**config.mk**
```make
export PLATFORM = sky130hd
export DESIGN_NAME = cmap_cell
export DESIGN_NICKNAME = d
export VERILOG_FILES = /design/src/rtl/cmap_pkg.sv /design/src/rtl/cmap_cell.sv
export SDC_FILE = /design/constraint.sdc
export NUM_CORES = 1
export LEC_CHECK = 0
export ABC_AREA = 1
export BUFFER_PORTS_ARGS = -buffer_cell sky130_fd_sc_hd__clkbuf_2
export CAP_MARGIN = 5
export CORE_ASPECT_RATIO = 0.8
export CORE_UTILIZATION = 40
export CTS_BUF_LIST = sky130_fd_sc_hd__clkbuf_4
export CTS_CLUSTER_SIZE = 20
export DETAILED_ROUTE_END_ITERATION = 7
export SLEW_MARGIN = 25
export SYNTH_ARGS = -nofsm -noshare
export SYNTH_HDL_FRONTEND = slang
export SYNTH_SLANG_ARGS = --single-unit
```
**constraint.sdc**
```tcl
create_clock -name clk_i -period 5.45 [get_ports clk_i]
set_input_delay 1.635 -clock clk_i [delete_from_list [all_inputs] [get_ports clk_i]]
set_output_delay 1.635 -clock clk_i [all_outputs]
set_load 0.01 [all_outputs]
```
**src/rtl/cmap_pkg.sv**
```systemverilog
`timescale 1ns / 1ps
`default_nettype none

package cmap_pkg;

  // Storage sizes of the subtable.
  localparam int unsigned MAX_SEGMENTS = 64;
  localparam int unsigned GLYPH_WORDS  = 1024;

  // Fixed field widths.
  localparam int unsigned WORD_W      = 16;
  localparam int unsigned ENTRY_W     = 10;
  localparam int unsigned COUNT_W     = 7;
  localparam int unsigned GLYPH_OUT_W = 17;
  localparam int unsigned ACTION_W    = 2;
  localparam int unsigned STATUS_W    = 2;

  // Widths that follow from the storage sizes.
  localparam int unsigned SEG_IDX_W = (MAX_SEGMENTS > 1) ? $clog2(MAX_SEGMENTS) : 1;
  localparam int unsigned CNT_W     = ($clog2(MAX_SEGMENTS + 1) > COUNT_W) ?
                                      $clog2(MAX_SEGMENTS + 1) : COUNT_W;
  localparam int unsigned GA_W      = (GLYPH_WORDS > 1) ? $clog2(GLYPH_WORDS) : 1;
  // Signed glyph array index: half offset plus code distance, less the segment term.
  localparam int unsigned IDX_W     = ((CNT_W > WORD_W + 1) ? CNT_W : WORD_W + 1) + 1;

  typedef enum logic [ACTION_W-1:0] {
    ACT_SEG_WR   = 2'd0,
    ACT_GLYPH_WR = 2'd1,
    ACT_LOOKUP   = 2'd2,
    ACT_NONE     = 2'd3
  } action_e;

  typedef enum logic [STATUS_W-1:0] {
    ST_MAPPED     = 2'd0,
    ST_NO_SEGMENT = 2'd1,
    ST_BAD_INDEX  = 2'd2,
    ST_WRITE_DONE = 2'd3
  } status_e;

  // Item travelling along the segment chain. The four data words are shared:
  // a segment write carries first, last, delta and offset; a glyph write
  // carries the word in d0; a lookup carries the code in d0 and, once a
  // segment has hit, that segment's first code, delta and offset in d1..d3.
  typedef struct packed {
    action_e              act;
    logic [ENTRY_W-1:0]   idx;
    logic                 hit;
    logic [SEG_IDX_W-1:0] seg;
    logic [WORD_W-1:0]    d0;
    logic [WORD_W-1:0]    d1;
    logic [WORD_W-1:0]    d2;
    logic [WORD_W-1:0]    d3;
  } tok_t;

endpackage

`default_nettype wire

```
**src/rtl/cmap_cell.sv**
```systemverilog
`timescale 1ns / 1ps
`default_nettype none

module cmap_cell (
  input  wire logic                           clk_i,
  input  wire logic                           rst_ni,
  input  wire logic                           adv_i,
  input  wire logic [cmap_pkg::SEG_IDX_W-1:0] cell_idx_i,
  input  wire logic [cmap_pkg::CNT_W-1:0]     seg_limit_i,
  input  wire logic                           vld_i,
  input  wire cmap_pkg::tok_t                 tok_i,
  output logic                                vld_o,
  output cmap_pkg::tok_t                      tok_o
);

  import cmap_pkg::*;

  logic [WORD_W-1:0] first_q;
  logic [WORD_W-1:0] last_q;
  logic [WORD_W-1:0] delta_q;
  logic [WORD_W-1:0] offset_q;
  logic              vld_q;
  tok_t              tok_q;
  tok_t              tok_d;
  logic              seg_wr;
  logic              in_range;
  logic              hit_here;

  // A segment write addressed to this cell loads its segment.
  assign seg_wr = vld_i && (tok_i.act == ACT_SEG_WR) &&
                  (tok_i.idx == ENTRY_W'(cell_idx_i));

  // The segment takes part only if it lies below the active segment count.
  assign in_range = (CNT_W'(cell_idx_i) < seg_limit_i) &&
                    (tok_i.d0 >= first_q) && (tok_i.d0 <= last_q);

  // Earlier cells have priority: only a lookup not yet hit may claim this one.
  assign hit_here = vld_i && (tok_i.act == ACT_LOOKUP) && !tok_i.hit && in_range;

  always_comb begin
    tok_d = tok_i;
    if (hit_here) begin
      tok_d.hit = 1'b1;
      tok_d.seg = cell_idx_i;
      tok_d.d1  = first_q;
      tok_d.d2  = delta_q;
      tok_d.d3  = offset_q;
    end
  end

  // Item valid flag towards the next cell.
  always_ff @(posedge clk_i or negedge rst_ni) begin
    if (!rst_ni) begin
      vld_q <= 1'b0;
    end else if (adv_i) begin
      vld_q <= vld_i;
    end
  end

  // Item payload and segment storage.
  always_ff @(posedge clk_i) begin
    if (adv_i) begin
      tok_q <= tok_d;
      if (seg_wr) begin
        first_q  <= tok_i.d0;
        last_q   <= tok_i.d1;
        delta_q  <= tok_i.d2;
        offset_q <= tok_i.d3;
      end
    end
  end

  assign vld_o = vld_q;
  assign tok_o = tok_q;

endmodule

`default_nettype wire

```
==> out/metrics.yaml <==
worst_setup_path:
  r2r_start: "first_q[15]"
  critPathMostFrequentCell: "nand2_1"
  end_kind: "register"
  cp_slowest_stage_delay_ns: 0.47
  cp_max_fo: 37
  crit_type: "in -> reg"
  worstPathArrival_ns: 3.85
  cp.required_ns: 5.85
  path_cells: "clkbuf_2 > ha_1 > nand2_2 > nor4_2 > nand2_1 > a21oi_4 > buf_4 > nand3_1 > nand2_1"
  worstSetupStartpointType: "input port"
  crit_start: "tok_i[63]"
  crit_slowest_cell: "a21oi_4"
status:
  status: "finished clean"
drt:
  ant_nets: 0
  drtPass1Iterations: 4
  drt_iter0_drc: 338
  dr_total_vias: 4376
  finalWirelength_um: 14100
  viasPerCell: 4.70
  drc: 0
  drt-wirelength-per-cell_um: 15.1
floorplanning:
  core_area_sq_mm: 0.0153
  die-area_sq_mm: 0.0165
  fp-row-count: 40
  start_util: 0.417
  io-pin-count: 184
  die_w_um: 143
  dieHeight_um: 115
logic_synthesis:
  synthDistinctLibCells: 25
  synth-seq-cells: 148
  syn_area_sq_mm: 0.00638
  ys_warn_count: 0
  syn_inst: 515
  avgSynthCellArea_sq_um: 12.4
  synth_top_cell_by_area: "edfxtp_1"
  synth_area_leaders: "edfxtp_1, nand2_1, ha_1, nand3_1, inv_1"
  synth_edf_count: 147
  synthArstFlopShare: 0.00676
  synth_flop_cell: "edfxtp_1"
  yosysTopAreaCellShare: 0.691
  syn-num-nets: 652
  synth_common_cells: "nand2_1, edfxtp_1, nand3_1, inv_1, ha_1"
  yosysMostFrequentCell: "nand2_1"
  seq_area_frac_synth: 0.695
cells_and_area:
  drive_above_1_share: 0.314
  num-nets-final: 846
  area_delta_synth_final_pct: 22.1
timing:
  holdWs_ns: 0.542
  totalNegativeSetupSlack_ns: 0
  worst_slew_pin_slew_ns: 0.687
  fin_worst_skew_ns: 0.0235
  setup_viol_count_final: 0
  post-route-min-period_ns: 3.46
  relSlewSlack: 0.542
  maxSlewViolCount: 0
  finalCritPeriodShare: 0.634
  fmax_ghz: 0.289
  final_hold_viol_count: 0
  setup_slack_ns: 1.99
  grt_setup_unrepaired: "false"
power:
  p_int_mw: 1.70
  power.density_mw_per_mm2: 284
  clkPwrFrac: 0.317
  p_sw_mw: 0.517
  p_leak_nw: 3.57
  swShare: 0.234
  p_seq_frac: 0.592
  ir_drop_v: 0.000180
  p_comb_frac: 0.091
clocking:
  numCtsBuffers: 17
  holdBufCountCts: 0
  cts-root-buf: "clkbuf_4"
  clk_pin_slew_ns: 0.12
  post_cts_resized: 0
  cts.sinks: 148
  h-tree-depth: 4
  post_cts_buffers: 0
  cts_tree: "done"
  clock_path_buffers: 2
  clk_latency_ns: 0.53
place:
  gp_congestion: 0.816
  dp_hpwl_um: 9820
  io_buffers: 183
  dp_slack_ns: 1.36
run:
  maxCapViolCount: 0
worst_hold_path:
  hp-start: "vld_o"
  hp-class: "reg -> reg"
global_routing:
  first_global_vias: 4382
  track_usage: 0.181
  grt_pass1_wl_um: 22300
  overflow: 0
  grt_max_degree: 55
  antenna_found_initial: 1
stage by stage:
step,power [mW],instances,instance area (sq um),utilization
2_1_floorplan,1.42,515,6400,-
3_3_place_gp,1.53,900,7510,0.491
3_5_place_dp,1.54,900,7510,0.491
4_1_cts,2.24,930,7790,0.509
5_1_grt,2.31,931,7800,0.509
6_report,2.21,931,7800,0.509
final cells by class:
class | instances | area [sq um]
Tap cell | 210 | 263
Timing Repair Buffer | 190 | 971
Inverter | 54 | 203
Fill cell | 1401 | 7520
Clock inverter | 11 | 138
Clock buffer | 19 | 143
Sequential cell | 148 | 4440
Antenna cell | 1 | 2.50
Multi-Input combinational cell | 298 | 1640
cell usage in the layout, fill, tap and decap left out, drive strengths merged, types with 2 or more instances in the layout:
cell type,netlist,routed
edfxtp,147,147
nand3,59,59
nor4,3,3
ha,37,37
clkbuf,0,201
nor3,2,2
nor2,13,13
a21oi,16,16
nand2,153,153
nand4,3,3
bufinv,0,3
inv,54,54
o21ai,5,5
xor2,3,3
buf,15,8
clkinvlp,0,2
clkinv,0,6
kinds of logic (layout without fill, tap and decap cells):
family          Yosys count  count (layout)  share of synthesized area
simple gates            233             233                      0.155
flops                   148             148                      0.695
buf+inv                  69             274                     0.0504
xor+xnor                  4               4                    0.00549
other cells               0               1                          0
fa+ha+maj                37              37                     0.0725
compound gates           24              24                     0.0218
worst paths after layout:
| check | end | slack (ns) | depth (start not counted) |
|---|---|---|---|
| min | vld_o | 0.54 | 2 |
| min reg2reg | vld_o | 0.54 | 2 |
| min in group asynchronous | vld_o | 0.86 | 1 |
| max in group asynchronous | vld_o | 4.51 | 1 |
| max reg2reg | tok_o[65] | 2.85 | 9 |
| max | tok_o[65] | 1.99 | 9 |
worst max-delay path: cells and delay by family:
kind	cells	cell delay (ns)
AO/OA/AOI/OAI	1	0.47
adder cells (fa/ha/maj)	1	0.32
buffers and inverters	2	0.60
AND/OR/NAND/NOR	5	0.80
per-layer routing:
layer  wire length (um)  vias up  global-route usage
met5                  0        -                   0
met4                132        0              0.0532
met3                956       10              0.0641
met2               6380      138               0.274
met1               6590     2059               0.246
li1                   -     2169                   -
power by group through the flow:
| stage | clock network (mW) | logic [mW] | registers, mW |
|---|---|---|---|
| 3_3_place_gp | 0 | 0.200 | 1.33 |
| 6_report | 0.702 | 0.201 | 1.31 |
| 2_1_floorplan | 0 | 0.0630 | 1.36 |
| 4_1_cts | 0.724 | 0.204 | 1.31 |
| 3_5_place_dp | 0 | 0.203 | 1.34 |
| 5_1_grt | 0.766 | 0.227 | 1.31 |
flip-flops by register name (all words and copies together) (netlist names):
signal / cells
last_q: 16
vld_o: 1
first_q: 16
tok_o: 83
delta_q: 16
offset_q: 16
Note: power is estimated with default switching activity, not from simulation.
